<file path="src/rtl/assert_macros.svh">
// assertion macros used by the framer top-level rtl file
`ifndef ASSERT_MACROS_SVH
`define ASSERT_MACROS_SVH

// same-cycle implication, disabled while in reset
`define AST_SAME(label, clk, rst_n, ante, cons) \
    label: assert property (@(posedge clk) disable iff (!rst_n) (ante) |-> (cons)) \
        else $error("same-cycle check failed");

// next-cycle implication, disabled while in reset
`define AST_NEXT(label, clk, rst_n, ante, cons) \
    label: assert property (@(posedge clk) disable iff (!rst_n) (ante) |=> (cons)) \
        else $error("next-cycle check failed");

`endif

</file>
<file path="src/rtl/pacf_pkg.sv">
// types and constants of the paced audio command framer
package pacf_pkg;

    localparam int FUNC_W    = 2;
    localparam int CODE_W    = 8;
    localparam int PARAM_W   = 16;
    localparam int TIME_W    = 32;
    localparam int BYTE_W    = 8;
    localparam int ENTRY_W   = CODE_W + PARAM_W;
    localparam int CFG_IDX_W = 1;
    localparam int CFG_DAT_W = 16;
    localparam int FRAME_LEN = 10;
    localparam int IDX_W     = 4;

    localparam logic [FUNC_W-1:0] FN_ENQ  = 2'd0;
    localparam logic [FUNC_W-1:0] FN_TICK = 2'd1;
    localparam logic [FUNC_W-1:0] FN_CLR  = 2'd2;

    localparam logic [CFG_IDX_W-1:0] CFG_ENABLE = 1'b0;
    localparam logic [CFG_IDX_W-1:0] CFG_GAP    = 1'b1;

    localparam logic [CODE_W-1:0]    VOLUME_CMD    = 8'h06;
    localparam logic                 ENABLE_RST    = 1'b1;
    localparam logic [CFG_DAT_W-1:0] GAP_RST       = 16'd100;

    localparam logic [BYTE_W-1:0] BYTE_START = 8'h7E;
    localparam logic [BYTE_W-1:0] BYTE_VER   = 8'hFF;
    localparam logic [BYTE_W-1:0] BYTE_LEN   = 8'h06;
    localparam logic [BYTE_W-1:0] BYTE_FB    = 8'h00;
    localparam logic [BYTE_W-1:0] BYTE_END   = 8'hEF;

    localparam logic [IDX_W-1:0] IDX_START = 4'd0;
    localparam logic [IDX_W-1:0] IDX_VER   = 4'd1;
    localparam logic [IDX_W-1:0] IDX_LEN   = 4'd2;
    localparam logic [IDX_W-1:0] IDX_CMD   = 4'd3;
    localparam logic [IDX_W-1:0] IDX_FB    = 4'd4;
    localparam logic [IDX_W-1:0] IDX_HI    = 4'd5;
    localparam logic [IDX_W-1:0] IDX_LO    = 4'd6;
    localparam logic [IDX_W-1:0] IDX_CKHI  = 4'd7;
    localparam logic [IDX_W-1:0] IDX_CKLO  = 4'd8;
    localparam logic [IDX_W-1:0] IDX_LAST  = 4'(FRAME_LEN - 1);

    typedef struct packed {
        logic [CODE_W-1:0]  code;
        logic [PARAM_W-1:0] param;
    } t_entry;

    typedef enum logic [1:0] {
        ST_IDLE,
        ST_READ,
        ST_SEND
    } t_state;

endpackage

</file>
<file path="src/rtl/pacf_in_if.sv">
// command word channel
interface pacf_in_if;
    import pacf_pkg::*;

    logic                valid;
    logic                ready;
    logic [FUNC_W-1:0]   func;
    logic [CODE_W-1:0]   cmd_code;
    logic [PARAM_W-1:0]  cmd_param;
    logic [TIME_W-1:0]   now_ms;

    modport source (output valid, func, cmd_code, cmd_param, now_ms, input ready);
    modport sink   (input valid, func, cmd_code, cmd_param, now_ms, output ready);
endinterface

</file>
<file path="src/rtl/pacf_out_if.sv">
// frame byte word channel
interface pacf_out_if;
    import pacf_pkg::*;

    logic              valid;
    logic              ready;
    logic [BYTE_W-1:0] frame_byte;
    logic              frame_last;

    modport source (output valid, frame_byte, frame_last, input ready);
    modport sink   (input valid, frame_byte, frame_last, output ready);
endinterface

</file>
<file path="src/rtl/pacf_store.sv">
// command queue storage, one write and one registered read per cycle
module pacf_store #(
    parameter int DEPTH = 8,
    parameter int AW    = 3
) (
    input  logic                    i_clk,
    input  logic                    i_we,
    input  logic [AW-1:0]           i_waddr,
    input  logic [pacf_pkg::ENTRY_W-1:0] i_wdata,
    input  logic                    i_re,
    input  logic [AW-1:0]           i_raddr,
    output logic [pacf_pkg::ENTRY_W-1:0] o_rdata
);
    import pacf_pkg::*;

    logic [ENTRY_W-1:0] r_mem [DEPTH];
    logic [ENTRY_W-1:0] r_rdata;

    always_ff @(posedge i_clk) begin
        if (i_we) begin
            r_mem[i_waddr] <= i_wdata;
        end
    end

    always_ff @(posedge i_clk) begin
        if (i_re) begin
            r_rdata <= r_mem[i_raddr];
        end
    end

    assign o_rdata = r_rdata;
endmodule

</file>
<file path="src/rtl/pacf_frame.sv">
// ten-byte frame builder and output register
module pacf_frame (
    input  logic             i_clk,
    input  logic             i_rst_n,
    input  logic             i_load,
    input  pacf_pkg::t_entry i_entry,
    output logic             o_busy,
    pacf_out_if.source       o_frame
);
    import pacf_pkg::*;

    logic [CODE_W-1:0]  r_cmd;
    logic [BYTE_W-1:0]  r_hi;
    logic [BYTE_W-1:0]  r_lo;
    logic [PARAM_W-1:0] r_ck;
    logic [IDX_W-1:0]   r_idx;
    logic               r_valid;
    logic [BYTE_W-1:0]  r_byte;
    logic               r_last;

    logic [PARAM_W-1:0] w_sum;
    logic [IDX_W-1:0]   w_idx_nx;
    logic               w_take;

    function automatic logic [BYTE_W-1:0] frame_byte_at(
        input logic [IDX_W-1:0]   idx,
        input logic [CODE_W-1:0]  cmd,
        input logic [BYTE_W-1:0]  hi,
        input logic [BYTE_W-1:0]  lo,
        input logic [PARAM_W-1:0] ck
    );
        logic [BYTE_W-1:0] b;
        unique case (idx)
            IDX_START: b = BYTE_START;
            IDX_VER:   b = BYTE_VER;
            IDX_LEN:   b = BYTE_LEN;
            IDX_CMD:   b = cmd;
            IDX_FB:    b = BYTE_FB;
            IDX_HI:    b = hi;
            IDX_LO:    b = lo;
            IDX_CKHI:  b = ck[15:8];
            IDX_CKLO:  b = ck[7:0];
            default:   b = BYTE_END;
        endcase
        return b;
    endfunction

    // checksum sum over version, length, command and parameter bytes
    assign w_sum = PARAM_W'(BYTE_VER) + PARAM_W'(BYTE_LEN) + PARAM_W'(i_entry.code)
                 + PARAM_W'(i_entry.param[15:8]) + PARAM_W'(i_entry.param[7:0]);
    assign w_idx_nx = r_idx + IDX_W'(1);
    assign w_take   = r_valid && o_frame.ready;

    always_ff @(posedge i_clk) begin
        if (!i_rst_n) begin
            r_valid <= 1'b0;
            r_idx   <= IDX_START;
        end else if (i_load) begin
            r_valid <= 1'b1;
            r_idx   <= IDX_START;
        end else if (w_take) begin
            if (r_last) begin
                r_valid <= 1'b0;
            end else begin
                r_idx <= w_idx_nx;
            end
        end
    end

    always_ff @(posedge i_clk) begin
        if (i_load) begin
            r_cmd  <= i_entry.code;
            r_hi   <= i_entry.param[15:8];
            r_lo   <= i_entry.param[7:0];
            r_ck   <= PARAM_W'(0) - w_sum;
            r_byte <= BYTE_START;
            r_last <= 1'b0;
        end else if (w_take && !r_last) begin
            r_byte <= frame_byte_at(w_idx_nx, r_cmd, r_hi, r_lo, r_ck);
            r_last <= (w_idx_nx == IDX_LAST);
        end
    end

    assign o_busy           = r_valid;
    assign o_frame.valid      = r_valid;
    assign o_frame.frame_byte = r_byte;
    assign o_frame.frame_last = r_last;
endmodule

</file>
<file path="src/rtl/paced_audio_command_framer.sv">
// paced audio command framer top level: queue control, pacing and configuration
//
// Input channel i_cmd carries one word per operation: func selects enqueue,
// service tick or clear, with cmd_code/cmd_param for enqueue and now_ms for tick.
// Output channel o_frame returns frame bytes, frame_last marking the end byte.
// Enqueue and clear leave the state idle, so i_cmd.ready stays high. A tick
// that sends reads the oldest entry from the queue memory into the store's
// read register, then the frame register loads the first of ten frame bytes,
// and one byte leaves per cycle while o_frame.ready is high. Once the last
// byte is accepted, the frame goes idle, the state returns to idle and the
// next word is taken. A tick that does not send leaves the state idle. While
// the receiver stalls, the current byte holds and i_cmd.ready stays low.
// The user must write configuration (i_cfg_*) only while idle (not enforced).
// Synchronous reset empties the queue, zeroes the last-send time, enables the
// player and sets the gap to 100 ms; queue memory contents stay undefined.
`include "assert_macros.svh"

module paced_audio_command_framer #(
    parameter int QUEUE_DEPTH = 8
) (
    input  logic                            i_clk,
    input  logic                            i_rst_n,
    input  logic                            i_cfg_we,
    input  logic [pacf_pkg::CFG_IDX_W-1:0]  i_cfg_idx,
    input  logic [pacf_pkg::CFG_DAT_W-1:0]  i_cfg_data,
    pacf_in_if.sink                         i_cmd,
    pacf_out_if.source                      o_frame
);
    import pacf_pkg::*;

    localparam int AW = $clog2(QUEUE_DEPTH);
    localparam int CW = $clog2(QUEUE_DEPTH + 1);

    t_state             r_state, n_state;
    logic [AW-1:0]      r_wr_ptr;
    logic [AW-1:0]      r_rd_ptr;
    logic [CW-1:0]      r_count;
    logic [TIME_W-1:0]  r_last_send;
    logic               r_enabled;
    logic [CFG_DAT_W-1:0] r_gap;

    logic               w_acc;
    logic               w_enq;
    logic               w_clr;
    logic               w_fire;
    logic               w_full;
    logic [TIME_W-1:0]  w_elapsed;
    logic               w_load;
    logic               w_busy;
    logic               w_re;
    t_entry             w_wentry;
    t_entry             w_rentry;

    function automatic logic [AW-1:0] advance(input logic [AW-1:0] p);
        return (p == AW'(QUEUE_DEPTH - 1)) ? '0 : p + AW'(1);
    endfunction

    assign w_acc     = i_cmd.valid && i_cmd.ready;
    assign w_full    = (r_count == CW'(QUEUE_DEPTH));
    assign w_elapsed = i_cmd.now_ms - r_last_send;
    assign w_enq     = w_acc && (i_cmd.func == FN_ENQ)
                     && (r_enabled || (i_cmd.cmd_code == VOLUME_CMD));
    assign w_clr     = w_acc && (i_cmd.func == FN_CLR);
    assign w_fire    = w_acc && (i_cmd.func == FN_TICK) && (r_count != '0)
                     && (w_elapsed >= TIME_W'(r_gap));
    assign w_wentry  = '{code: i_cmd.cmd_code, param: i_cmd.cmd_param};

    // next state
    always_comb begin
        n_state = r_state;
        unique case (r_state)
            ST_IDLE: begin
                if (w_fire) begin
                    n_state = ST_READ;
                end
            end
            ST_READ: n_state = ST_SEND;
            ST_SEND: begin
                if (!w_busy) begin
                    n_state = ST_IDLE;
                end
            end
            default: n_state = ST_IDLE;
        endcase
    end

    // state outputs
    always_comb begin
        i_cmd.ready = 1'b0;
        w_load      = 1'b0;
        w_re        = 1'b0;
        unique case (r_state)
            ST_IDLE: begin
                i_cmd.ready = 1'b1;
                w_re        = w_fire;
            end
            ST_READ: w_load = 1'b1;
            ST_SEND: ;
            default: ;
        endcase
    end

    always_ff @(posedge i_clk) begin
        if (!i_rst_n) begin
            r_state <= ST_IDLE;
        end else begin
            r_state <= n_state;
        end
    end

    always_ff @(posedge i_clk) begin
        if (!i_rst_n) begin
            r_wr_ptr    <= '0;
            r_rd_ptr    <= '0;
            r_count     <= '0;
            r_last_send <= '0;
        end else if (w_clr) begin
            r_wr_ptr <= '0;
            r_rd_ptr <= '0;
            r_count  <= '0;
        end else if (w_enq) begin
            r_wr_ptr <= advance(r_wr_ptr);
            if (w_full) begin
                r_rd_ptr <= advance(r_rd_ptr);
            end else begin
                r_count <= r_count + CW'(1);
            end
        end else if (w_fire) begin
            r_rd_ptr    <= advance(r_rd_ptr);
            r_count     <= r_count - CW'(1);
            r_last_send <= i_cmd.now_ms;
        end
    end

    always_ff @(posedge i_clk) begin
        if (!i_rst_n) begin
            r_enabled <= ENABLE_RST;
            r_gap     <= GAP_RST;
        end else if (i_cfg_we) begin
            unique case (i_cfg_idx)
                CFG_ENABLE: r_enabled <= i_cfg_data[0];
                CFG_GAP:    r_gap     <= i_cfg_data;
                default:    ;
            endcase
        end
    end

    pacf_store #(
        .DEPTH (QUEUE_DEPTH),
        .AW    (AW)
    ) u_store (
        .i_clk   (i_clk),
        .i_we    (w_enq),
        .i_waddr (r_wr_ptr),
        .i_wdata (w_wentry),
        .i_re    (w_re),
        .i_raddr (r_rd_ptr),
        .o_rdata (w_rentry)
    );

    pacf_frame u_frame (
        .i_clk   (i_clk),
        .i_rst_n (i_rst_n),
        .i_load  (w_load),
        .i_entry (w_rentry),
        .o_busy  (w_busy),
        .o_frame (o_frame)
    );

    `AST_SAME(a_count_bound, i_clk, i_rst_n, 1'b1, r_count <= CW'(QUEUE_DEPTH))
    `AST_SAME(a_rd_ptr_range, i_clk, i_rst_n, 1'b1, r_rd_ptr <= AW'(QUEUE_DEPTH - 1))
    `AST_NEXT(a_read_loads, i_clk, i_rst_n, r_state == ST_READ, w_busy)
    `AST_SAME(a_valid_in_send, i_clk, i_rst_n, o_frame.valid, r_state == ST_SEND && !i_cmd.ready)
endmodule
</file>
<file path="src/flat_wrapper.sv">
// flat-port wrapper written by rule: the top's interface ports become plain ports
module paced_audio_command_framer_flat import pacf_pkg::*;
#(
    parameter int QUEUE_DEPTH = 8
)
  (i_clk, i_rst_n, i_cfg_we, i_cfg_idx, i_cfg_data, i_cmd_valid, i_cmd_func, i_cmd_cmd_code, i_cmd_cmd_param, i_cmd_now_ms, i_cmd_ready, o_frame_valid, o_frame_frame_byte, o_frame_frame_last, o_frame_ready);
  pacf_in_if i_cmd_i ();
  pacf_out_if o_frame_i ();
  input  logic i_clk;
  input  logic i_rst_n;
  input  logic i_cfg_we;
  input  logic [pacf_pkg::CFG_IDX_W-1:0] i_cfg_idx;
  input  logic [pacf_pkg::CFG_DAT_W-1:0] i_cfg_data;
  input wire logic [$bits(i_cmd_i.valid)-1:0] i_cmd_valid;
  input wire logic [$bits(i_cmd_i.func)-1:0] i_cmd_func;
  input wire logic [$bits(i_cmd_i.cmd_code)-1:0] i_cmd_cmd_code;
  input wire logic [$bits(i_cmd_i.cmd_param)-1:0] i_cmd_cmd_param;
  input wire logic [$bits(i_cmd_i.now_ms)-1:0] i_cmd_now_ms;
  output wire logic [$bits(i_cmd_i.ready)-1:0] i_cmd_ready;
  output wire logic [$bits(o_frame_i.valid)-1:0] o_frame_valid;
  output wire logic [$bits(o_frame_i.frame_byte)-1:0] o_frame_frame_byte;
  output wire logic [$bits(o_frame_i.frame_last)-1:0] o_frame_frame_last;
  input wire logic [$bits(o_frame_i.ready)-1:0] o_frame_ready;
  assign i_cmd_i.valid = i_cmd_valid;
  assign i_cmd_i.func = i_cmd_func;
  assign i_cmd_i.cmd_code = i_cmd_cmd_code;
  assign i_cmd_i.cmd_param = i_cmd_cmd_param;
  assign i_cmd_i.now_ms = i_cmd_now_ms;
  assign i_cmd_ready = i_cmd_i.ready;
  assign o_frame_valid = o_frame_i.valid;
  assign o_frame_frame_byte = o_frame_i.frame_byte;
  assign o_frame_frame_last = o_frame_i.frame_last;
  assign o_frame_i.ready = o_frame_ready;
  paced_audio_command_framer #(.QUEUE_DEPTH(QUEUE_DEPTH)) u_core (.i_clk(i_clk), .i_rst_n(i_rst_n), .i_cfg_we(i_cfg_we), .i_cfg_idx(i_cfg_idx), .i_cfg_data(i_cfg_data), .i_cmd(i_cmd_i), .o_frame(o_frame_i));
endmodule
</file>
<file path="config.mk">
export PLATFORM = sky130hd
export DESIGN_NAME = paced_audio_command_framer_flat
export DESIGN_NICKNAME = d
export VERILOG_FILES = /design/src/rtl/pacf_pkg.sv /design/src/rtl/pacf_in_if.sv /design/src/rtl/pacf_out_if.sv /design/src/rtl/pacf_store.sv /design/src/rtl/pacf_frame.sv /design/src/rtl/paced_audio_command_framer.sv /design/src/flat_wrapper.sv
export VERILOG_INCLUDE_DIRS = /design/src /design/src/rtl
export SDC_FILE = /design/constraint.sdc
export NUM_CORES = 1
export LEC_CHECK = 0
export BUFFER_PORTS_ARGS = -buffer_cell sky130_fd_sc_hd__clkbuf_2
export CELL_PAD_IN_SITES_DETAIL_PLACEMENT = 0
export CELL_PAD_IN_SITES_GLOBAL_PLACEMENT = 1
export CORE_UTILIZATION = 35
export DETAILED_ROUTE_END_ITERATION = 8
export HOLD_SLACK_MARGIN = 0.15
export PLACE_DENSITY_LB_ADDON = 0.1
export SLEW_MARGIN = 10
export SYNTH_ARGS = -nofsm -noshare
export SYNTH_HDL_FRONTEND = slang
export SYNTH_SLANG_ARGS = --single-unit
</file>
<file path="constraint.sdc">
create_clock -name i_clk -period 4.9 [get_ports i_clk]
set_clock_uncertainty 0.1 [all_clocks]
set_input_delay 0.245 -clock i_clk [delete_from_list [all_inputs] [get_ports i_clk]]
set_output_delay 0.245 -clock i_clk [all_outputs]
set_load 0.02 [all_outputs]
</file>
Word-level counts from Yosys, hierarchy flattened. Memory sizes are Yosys's and may differ from the RTL's. A register that Yosys moved wholly into a read port is not among the register bits. Index checks and enable logic that the tools add are counted.

Memories: 1. Logic and storage cells: 101. Bits in registers: 115. Output and inout bits: 11. Bits in writable memories: 192.

Memory list: u_core.u_store.r_mem (words 8, width 24, rd ports 1, clocked after memory_dff 1, wr ports 1, RTL line pacf_store.sv:16) `logic [ENTRY_W-1:0] r_mem [DEPTH];`.

$add $sub $neg: 10. Eq/ne operators: 21. Multiplexer cells: 20. Reductions and logical operators: 28. $lt $le $gt $ge: 1. Bitwise logic cells: 5.

Operator list (count): $pmux W8 S9 (1); $add A16 B8 Y16 (2); $ge A32 B16 Y1 (1); $sub A32 B32 Y32 (1); $eq A4 B3 Y1 const B (4); $sub A1 B16 Y16 const A (1); $mux W3 (5); $reduce_and A2 Y1 (7); $eq A4 B4 Y1 const B (3); $mux W4 (3); $add A9 B8 Y10 const A (1); $logic_and A1 B1 Y1 (9); $add A4 B1 Y4 const B (2); $eq A4 B2 Y1 const B (2); $eq A8 B3 Y1 const B (1); $mux W1 (8); $add A3 B1 Y3 const B (2); $eq A3 B3 Y1 const B (2); $pmux W2 S3 (1); $reduce_bool A2 Y1 (3); $not A1 Y1 (5); $eq A2 B1 Y1 const B (2); $eq A2 B2 Y1 const B (2); $eq A4 B1 Y1 const B (1); 11 further kinds (16).

Depth between registers and ports, before layout. Gate-level depths: netlist of the first run.

Depth after elaboration: 8. Depth in mapped cells: 23.

Hierarchy. From an unflattened synthesis of the first run, not the netlist that was laid out.

Cells, all modules: 1252. Area, all modules: 16285.6 um2.

By module, submodules not included: pacf_store (times used 1, area each 8050.2 um2, cells each 314); paced_audio_command_framer (times used 1, area each 5377.7 um2, cells each 688); pacf_frame (times used 1, area each 2857.7 um2, cells each 250).

Worst setup path before layout of the first run. Ideal clock, no wire load.

Kind: register to register. Start: register u_core.r_last_send[4]. End: register u_core.u_store.r_rdata[0] (netlist: u_core.u_store.o_rdata[0]) (read register of u_core.u_store.r_mem) (enable). Required time: 4546 ps. Library setup time: 254 ps. Period minus slack after synthesis: 4283 ps. Cell stages (with the launch flop): 22. Setup slack: 617 ps. Path buffers: 2. Arrival: 3929 ps. Cell sequence: dfxtp_1 > inv_1 > ha_1 > and2_4 > a221oi_4 > nand2_1 > a31oi_1 > o21bai_1 > a21oi_1 > xnor2_1 > ha_1 > a21o_1 > nand3_1 > a21oi_1 > a311oi_1 > nand4_1 > a2111oi_1 > nand4_1 > and4b_1 > buf_6 > nor2_8 > buf_12.

Longest elaborated chain between the ends: 4.

RTL lines: start, declared (RTL line paced_audio_command_framer.sv:38) `logic [TIME_W-1:0] r_last_send;`; start signal, assigned (RTL line paced_audio_command_framer.sv:131) `r_last_send <= i_cmd.now_ms;`; $sub A32 B32 Y32 (RTL line paced_audio_command_framer.sv:60) `assign w_elapsed = i_cmd.now_ms - r_last_send;`; $ge A32 B16 Y1 (RTL line paced_audio_command_framer.sv:65) `&& (w_elapsed >= TIME_W'(r_gap));`; $logic_and A1 B1 Y1 (RTL line paced_audio_command_framer.sv:65); $mux W1 (RTL line paced_audio_command_framer.sv:92) `unique case (r_state)`; named net u_core.u_store.i_re (RTL line pacf_store.sv:10) `input logic i_re,`; end, declared (RTL line pacf_store.sv:17) `logic [ENTRY_W-1:0] r_rdata;`.

The timed path passes the listed nets, and every way through them passes these cells. A chain may end at the register's enable or synchronous reset.

Final worst setup path of the first run.
Start: register u_core.r_last_send[4]. End: register u_core.r_last_send[15].

Longest elaborated chain between the ends: 4.

RTL lines (RTL line): $sub A32 B32 Y32 (paced_audio_command_framer.sv:60); $ge A32 B16 Y1 (paced_audio_command_framer.sv:65); $logic_and A1 B1 Y1 (paced_audio_command_framer.sv:65); $reduce_and A3 Y1 (no line).

Every way passes these cells.

==> impl_metrics.py, run 1 <==
metrics = {
    "outcome": {
        "outcome": "finished, final reports clean",
    },
    "timing": {
        "finalHoldViolations": 0,
        "finalCritPeriodShare": 0.9453,
        "tns_ns": 0,
        "fmax_mhz": 215.9,
        "fin_crit_ns": 4.632,
        "tightest_slew_ns": 0.8789,
        "report.final.slew_viol_count": 0,
        "slew_headroom": 0.4135,
        "setup_viol": 0,
    },
    "place": {
        "port_buffers": 90,
        "dp_hpwl_um": 26080,
        "gp_congestion": 0.8043,
    },
    "clocking": {
        "cts_buffer_depth": 3,
        "clockRootBuffer": "clkbuf_16",
        "cts_made_buffers": 39,
        "htree_levels": 2,
        "path_clk_slew_ns": 0.06,
        "cts.sinks": 331,
        "insertion_delay_ns": 0.57,
        "tritoncts": "done",
    },
    "die": {
        "initial_core_util": 0.3564,
        "die_y_um": 217.4,
        "coreArea_um2": 45580,
        "rows": 78,
        "ios": 91,
        "die-area_um2": 47280,
        "die_w_um": 217.4,
    },
    "global_routing": {
        "grt_max_degree": 57,
        "antenna_found_initial": 1,
        "globalRouteMet3Util": 0.02650,
        "grt.busiest_layer": "met2",
        "use_met2": 0.2592,
        "grtUsageTotal": 0.1691,
        "grt_pass1_wl_um": 60710,
        "overflow": 0,
        "grt_pass1_vias": 10281,
        "use_met1": 0.2445,
    },
    "worst_setup_path": {
        "crit_required_ns": 5.21,
        "path_max_fanout": 14,
        "worstPathArrival_ns": 4.95,
        "crit_type": "register to register",
        "critPathCaptureType": "register",
        "crit_path_start": "u_core.r_last_send[4]$_SDFFE_PN0P_",
        "r2r-start": "u_core.r_last_send[4]$_SDFFE_PN0P_",
        "worstSetupStartpointType": "register",
    },
    "power": {
        "power_mw": 6.651,
        "worst_ir_drop_vdd_uv": 267.0,
        "power_density_nw_per_um2": 341.7,
        "leakage_nw": 6.831,
    },
    "detailed_routing": {
        "ant_nets": 0,
        "drt-initial-drc-count": 582,
        "firstDrtPassIters": 5,
        "viasPerCell": 5.026,
        "wl_per_cell_um": 19.51,
        "num_vias": 10394,
        "drc": 0,
        "postRouteWirelength_um": 40340,
    },
    "worst_hold_path": {
        "min_path_type": "input pin to register",
        "hp-start": "i_cmd_valid",
    },
    "final_layout": {
        "area_growth_pct": 19.82,
        "final_cell_mix": "256 x edfxtp_1, 156 x nand2_1, 89 x clkbuf_2",
        "drive_gt1_frac": 0.1963,
        "nNetsFinal": 1604,
        "final_common_cell": "edfxtp_1",
        "final_util": 0.4271,
    },
    "yosys": {
        "avgSynthCellArea_um2": 12.98,
        "synth_edf_count": 256,
        "synth_seq_cells": 331,
        "yosysSeqAreaShare": 0.5656,
        "synth-async-reset-ratio": 0,
        "synth_nets": 1420,
        "postSynthCellCount": 1252,
        "yosys_warnings": 0,
        "synthFlopType": "edfxtp_1",
        "ys_types": 86,
        "syn_area_um2": 16250,
    },
    "job": {
        "drv_cap": 0,
    },
}
layer usage:
| metal | vias to the layer above | share of wire |
|---|---|---|
| li1 | 5064 | - |
| met1 | 5087 | 0.49 |
| met2 | 186 | 0.45 |
| met3 | 57 | 0.040 |
| met4 | 0 | 0.023 |
| met5 | - | 0 |
cell type report:
cell class	instances	area (um2)
Fill cell	4235	26110
Sequential cell	331	9195
Multi-Input combinational cell	785	6500
Timing Repair Buffer	191	1416
Clock buffer	50	1037
Tap cell	600	750.7
Inverter	88	330.3
Clock inverter	22	234.0
Antenna cell	1	2.502
path summary, 6_finish.rpt:
check	to	slack, ns	cells past startpoint
setup / recovery	u_core.r_last_send[15]$_SDFFE_PN0P_	0.27	21
hold / removal	u_core.r_wr_ptr[0]$_SDFFE_PP0P_	0.18	4
setup reg to reg	u_core.r_last_send[15]$_SDFFE_PN0P_	0.27	21
hold reg to reg	u_core.r_last_send[8]$_SDFFE_PN0P_	0.36	2
through the flow:
stage | area (um2) | worst slack [ns] | hold slack, ns | cells
3_5_place_dp | 17300 | 0.1035 | 0.3338 | 1912
3_3_place_gp | 17300 | 0.2395 | 0.3386 | 1912
2_1_floorplan | 16250 | 0.6167 | 0.2439 | 1252
4_1_cts | 19350 | 0.06464 | 0.1514 | 2062
5_1_grt | 19470 | -0.006055 | 0.2113 | 2068
6_report | 19470 | 0.2682 | 0.1794 | 2068
report_power, final:
group	leakage [nW]	switching, mW	internal (mW)
combinational	3.29	0.379	0.295
clock	0.615	1.21	1.68
sequential	2.92	0.0287	3.07
total	6.83	1.61	5.04
registers in the layout, summed over array words and instances (netlist names):
register,count
u_core.u_store.r_mem,192
u_core.r_last_send,32
u_core.u_store.o_rdata,24
u_core.r_gap,16
u_core.u_frame.r_ck,16
u_core.u_frame.o_frame.frame_byte,8
u_core.u_frame.r_cmd,8
u_core.u_frame.r_hi,8
u_core.u_frame.r_lo,8
u_core.r_count,4
u_core.u_frame.r_idx,4
u_core.r_rd_ptr,3
u_core.r_wr_ptr,3
u_core.r_state,2
u_core.r_enabled,1
u_core.u_frame.o_busy,1
u_core.u_frame.o_frame.frame_last,1
cells by family after synthesis:
kind of cell             after synthesis  share of synthesized area
flip-flops                           331                     0.5656
AND/OR/NAND/NOR                      307                    0.09081
AO/OA/AOI/OAI                        237                     0.1014
buffers and inverters                140                    0.04205
multiplexers                         111                     0.1072
adder cells (fa/ha/maj)               88                    0.07240
XOR/XNOR                              38                    0.02049
synth_stat cells, drive strengths merged (3+ instances only):
cell type / count / area (um2)
nand3: 10 / 50.05
and4: 3 / 28.78
o211ai: 8 / 70.06
a2111oi: 3 / 46.30
nor3b: 8 / 60.06
o21ai: 39 / 195.2
xor2: 14 / 122.6
fa: 10 / 200.2
nor3: 12 / 60.06
a31oi: 12 / 75.07
buf: 22 / 178.9
nand4: 17 / 106.4
o2111ai: 5 / 43.79
inv: 87 / 326.6
a22oi: 12 / 90.09
clkbuf: 27 / 121.4
dfxtp: 75 / 1501
a21boi: 14 / 105.1
o21a: 13 / 97.59
and3: 9 / 56.30
o21bai: 7 / 52.55
nor2: 39 / 162.7
a211oi: 6 / 57.56
a222oi: 4 / 40.04
mux2: 24 / 270.3
xnor2: 24 / 210.2
and2: 10 / 66.32
mux4: 48 / 1081
a221oi: 4 / 58.81
a21o: 19 / 142.6
o31ai: 6 / 58.81
a311oi: 3 / 26.28
edfxtp: 256 / 7687
nand2: 160 / 613.1
mux2i: 39 / 390.4
or3: 7 / 46.29
ha: 78 / 975.9
a21oi: 63 / 319.1
o22ai: 5 / 31.28
nand2b: 10 / 62.56
nor4: 5 / 31.28
nor2b: 7 / 43.79
worst max-delay path: stages (launching register included):
cell and delay, ns:
dfxtp_1 0.32, inv_1 0.04, ha_1 0.39, and2_4 0.21
a221oi_4 0.07, buf_4 0.17, a211oi_2 0.25, nor2_2 0.09
o21ai_0 0.22, xor2_1 0.26, ha_1 0.29, nand4_1 0.12
nor2_1 0.07, and2_1 0.13, a311oi_1 0.20, nand4_1 0.16
a2111oi_2 0.35, nand4_1 0.16, and4b_4 0.40, buf_12 0.15
nor2_4 0.13, mux2i_1 0.19
repair_timing:
action | 4_1_cts | 5_1_grt
buffers inserted | 0 | 1
hold buffers | 78 | 0
resized for setup | 0 | 15
endpoints found under the setup margin | 0 | 63
endpoints found under the hold margin | 245 | 0
(Power assumes the default switching activity.)
==> run 2, diff against run 1 <==
--- a/config.mk
+++ b/config.mk
@@ -10,9 +10,11 @@
 export CELL_PAD_IN_SITES_DETAIL_PLACEMENT = 0
 export CELL_PAD_IN_SITES_GLOBAL_PLACEMENT = 1
 export CORE_UTILIZATION = 35
+export CTS_BUF_LIST = sky130_fd_sc_hd__clkbuf_8
 export DETAILED_ROUTE_END_ITERATION = 8
 export HOLD_SLACK_MARGIN = 0.15
 export PLACE_DENSITY_LB_ADDON = 0.1
+export SKIP_CTS_REPAIR_TIMING = 1
 export SLEW_MARGIN = 10
 export SYNTH_ARGS = -nofsm -noshare
 export SYNTH_HDL_FRONTEND = slang
==> run 2 against run 1 <==
- die area unchanged
- register-to-register slack worse by 0.02 ns
- clock power down 5%
- routed wire length up 2.1%
- clock-buffer cell count up 11
- critical endpoint is now u_core.r_count[3]$_SDFFE_PP0P_
- largest power group unchanged
==> impl_metrics.py, run 2 (synthesis gave the netlist of run 1 again) <==
metrics = {
    "timing": {
        "tightest_slew_ns": 0.9285,
        "setup_viol": 0,
        "slew_headroom": 0.3792,
        "finalHoldViolations": 0,
        "finalCritPeriodShare": 0.9495,
        "rsz0062_at_grt": "no",
        "report.final.slew_viol_count": 0,
        "tns_ns": 0,
        "fmax_mhz": 214.9,
        "fin_crit_ns": 4.653,
    },
    "detailed_routing": {
        "drt-initial-drc-count": 576,
        "firstDrtPassIters": 5,
        "wl_per_cell_um": 19.40,
        "postRouteWirelength_um": 41200,
        "viasPerCell": 4.995,
        "drc": 0,
        "ant_nets": 0,
        "num_vias": 10610,
    },
    "worst_setup_path": {
        "rr_endpoint": "u_core.r_count[3]$_SDFFE_PP0P_",
        "critPathCaptureType": "register",
        "worstPathArrival_ns": 5.09,
        "r2r-start": "u_core.r_last_send[4]$_SDFFE_PN0P_",
        "regToRegSetupSlack_ns": 0.25,
        "path_cells": "inv_1 > ha_1 > and2_4 > a221oi_4 > buf_4 > a211oi_2 > nor2_2 > o21ai_0 > xor2_1 > ha_1 > nand4_1 > nor2_1 > and2_1 > a311oi_1 > nand4_1 > a2111oi_2 > nand4_1 > and4b_4 > buf_4 > buf_4 > o22ai_1 > o2bb2ai_1",
        "crit_path_start": "u_core.r_last_send[4]$_SDFFE_PN0P_",
        "max_stage_delay_ns": 0.39,
        "path_max_fanout": 4,
        "crit_type": "register to register",
        "slowest_stage": "ha_1",
        "crit_required_ns": 5.34,
        "rr_worst_depth": 22,
        "worstSetupStartpointType": "register",
        "crit_end": "u_core.r_count[3]$_SDFFE_PP0P_",
    },
    "final_layout": {
        "area_growth_pct": 20.79,
        "final_common_cell": "edfxtp_1",
        "nNetsFinal": 1643,
        "largest_register_ffs": 192,
        "regMostFlops": "u_core.u_store.r_mem",
        "drive_gt1_frac": 0.2121,
        "final_cell_mix": "256 x edfxtp_1, 156 x nand2_1, 100 x inv_1",
    },
    "global_routing": {
        "grt_max_degree": 57,
        "grt_pass1_vias": 10147,
        "grtUsageTotal": 0.1687,
        "antenna_found_initial": 1,
        "grt_pass1_wl_um": 60530,
        "overflow": 0,
    },
    "place": {
        "gp_congestion": 0.8043,
        "dp_hpwl_um": 26080,
        "port_buffers": 90,
    },
    "clocking": {
        "tritoncts": "done",
        "cts_made_buffers": 58,
        "cts.sinks": 331,
        "insertion_delay_ns": 0.68,
        "htree_levels": 2,
        "cts_buffer_depth": 3,
        "clockRootBuffer": "clkbuf_8",
        "path_clk_slew_ns": 0.06,
    },
    "power": {
        "leakage_nw": 6.978,
        "worst_ir_drop_vdd_uv": 185.7,
        "power_density_nw_per_um2": 332.1,
        "power_mw": 6.517,
    },
    "outcome": {
        "outcome": "finished, final reports clean",
    },
    "die": {
        "die_w_um": 217.4,
        "die_y_um": 217.4,
        "rows": 78,
        "coreArea_um2": 45580,
        "die-area_um2": 47280,
        "ios": 91,
        "initial_core_util": 0.3564,
    },
    "worst_hold_path": {
        "min_path_type": "input pin to register",
        "hold_depth": 4,
    },
    "job": {
        "drv_cap": 0,
    },
}
## run 2: changes by cell type in the layout (fill, tap and decap cells not counted), sizes merged
cell / change
buf: +3
bufinv: +3
clkbuf: +11
clkinv: +8
clkinvlp: +1
dlygate4sd3: +17
inv: +13
## run 2: how the worst min path moves through the flow
stage / startpoint / to / slack [ns]
detailed placement: u_core.u_store.o_rdata[2]$_DFFE_PP_ / u_core.u_frame.r_lo[2]$_DFFE_PP_ / 0.33
global route: i_cmd_valid / u_core.r_wr_ptr[0]$_SDFFE_PP0P_ / 0.15
floorplan: i_cmd_cmd_param[0] / u_core.u_store.r_mem[0][0]$_DFFE_PP_ / 0.24
global placement: u_core.u_store.o_rdata[2]$_DFFE_PP_ / u_core.u_frame.r_lo[2]$_DFFE_PP_ / 0.34
finish: i_cmd_valid / u_core.r_wr_ptr[0]$_SDFFE_PP0P_ / 0.08
CTS: i_cmd_now_ms[17] / u_core.r_last_send[17]$_SDFFE_PN0P_ / -0.35
## run 2: routing by layer
metal / track usage / vias to the layer above / wire, um
li1: - / 5149 / -
met3: 0.02985 / 73 / 1815
met4: 0.05845 / 0 / 994
met1: 0.2419 / 5176 / 20010
met2: 0.2559 / 212 / 18380
met5: 0 / - / 0
## run 2: per-stage QoR
step	setup slack (ns)	hold WS (ns)	area [um2]	std cells	util
final	0.2472	0.08323	19620	2124	0.4305
after global routing	0.003487	0.1545	19620	2124	0.4305
after CTS	0.02941	-0.3532	18540	2020	0.4069
after detailed placement	0.1035	0.3338	17300	1912	0.3796
after global placement	0.2395	0.3386	17300	1912	0.3796
after floorplan	0.6167	0.2439	16250	1252	-
## run 2: cell type report
type	count	area, um2
clock inverter	47	402.9
timing repair buffer	211	1597
sequential	331	9195
multi-input combinational	785	6505
tap	600	750.7
antenna	1	2.502
inverter	88	330.3
fill	4276	25950
clock buffer	61	839.6
## run 2: worst max-delay path: cells and delay by family, from the launching register on
family | cells | cell delay, ns
buffers and inverters | 4 | 0.51
xor gates and xnor gates | 1 | 0.26
AOI/OAI and AO/OA | 7 | 1.30
DFF | 1 | 0.32
adders and majority gates | 2 | 0.68
and+or+nand+nor | 8 | 1.33
## run 2: power breakdown
group,total (mW),switching [mW],leakage [nW],internal (mW)
clock network,2.74,1.24,0.686,1.50
logic,0.686,0.382,3.37,0.304
registers,3.09,0.0288,2.92,3.07
total,6.52,1.65,6.98,4.87
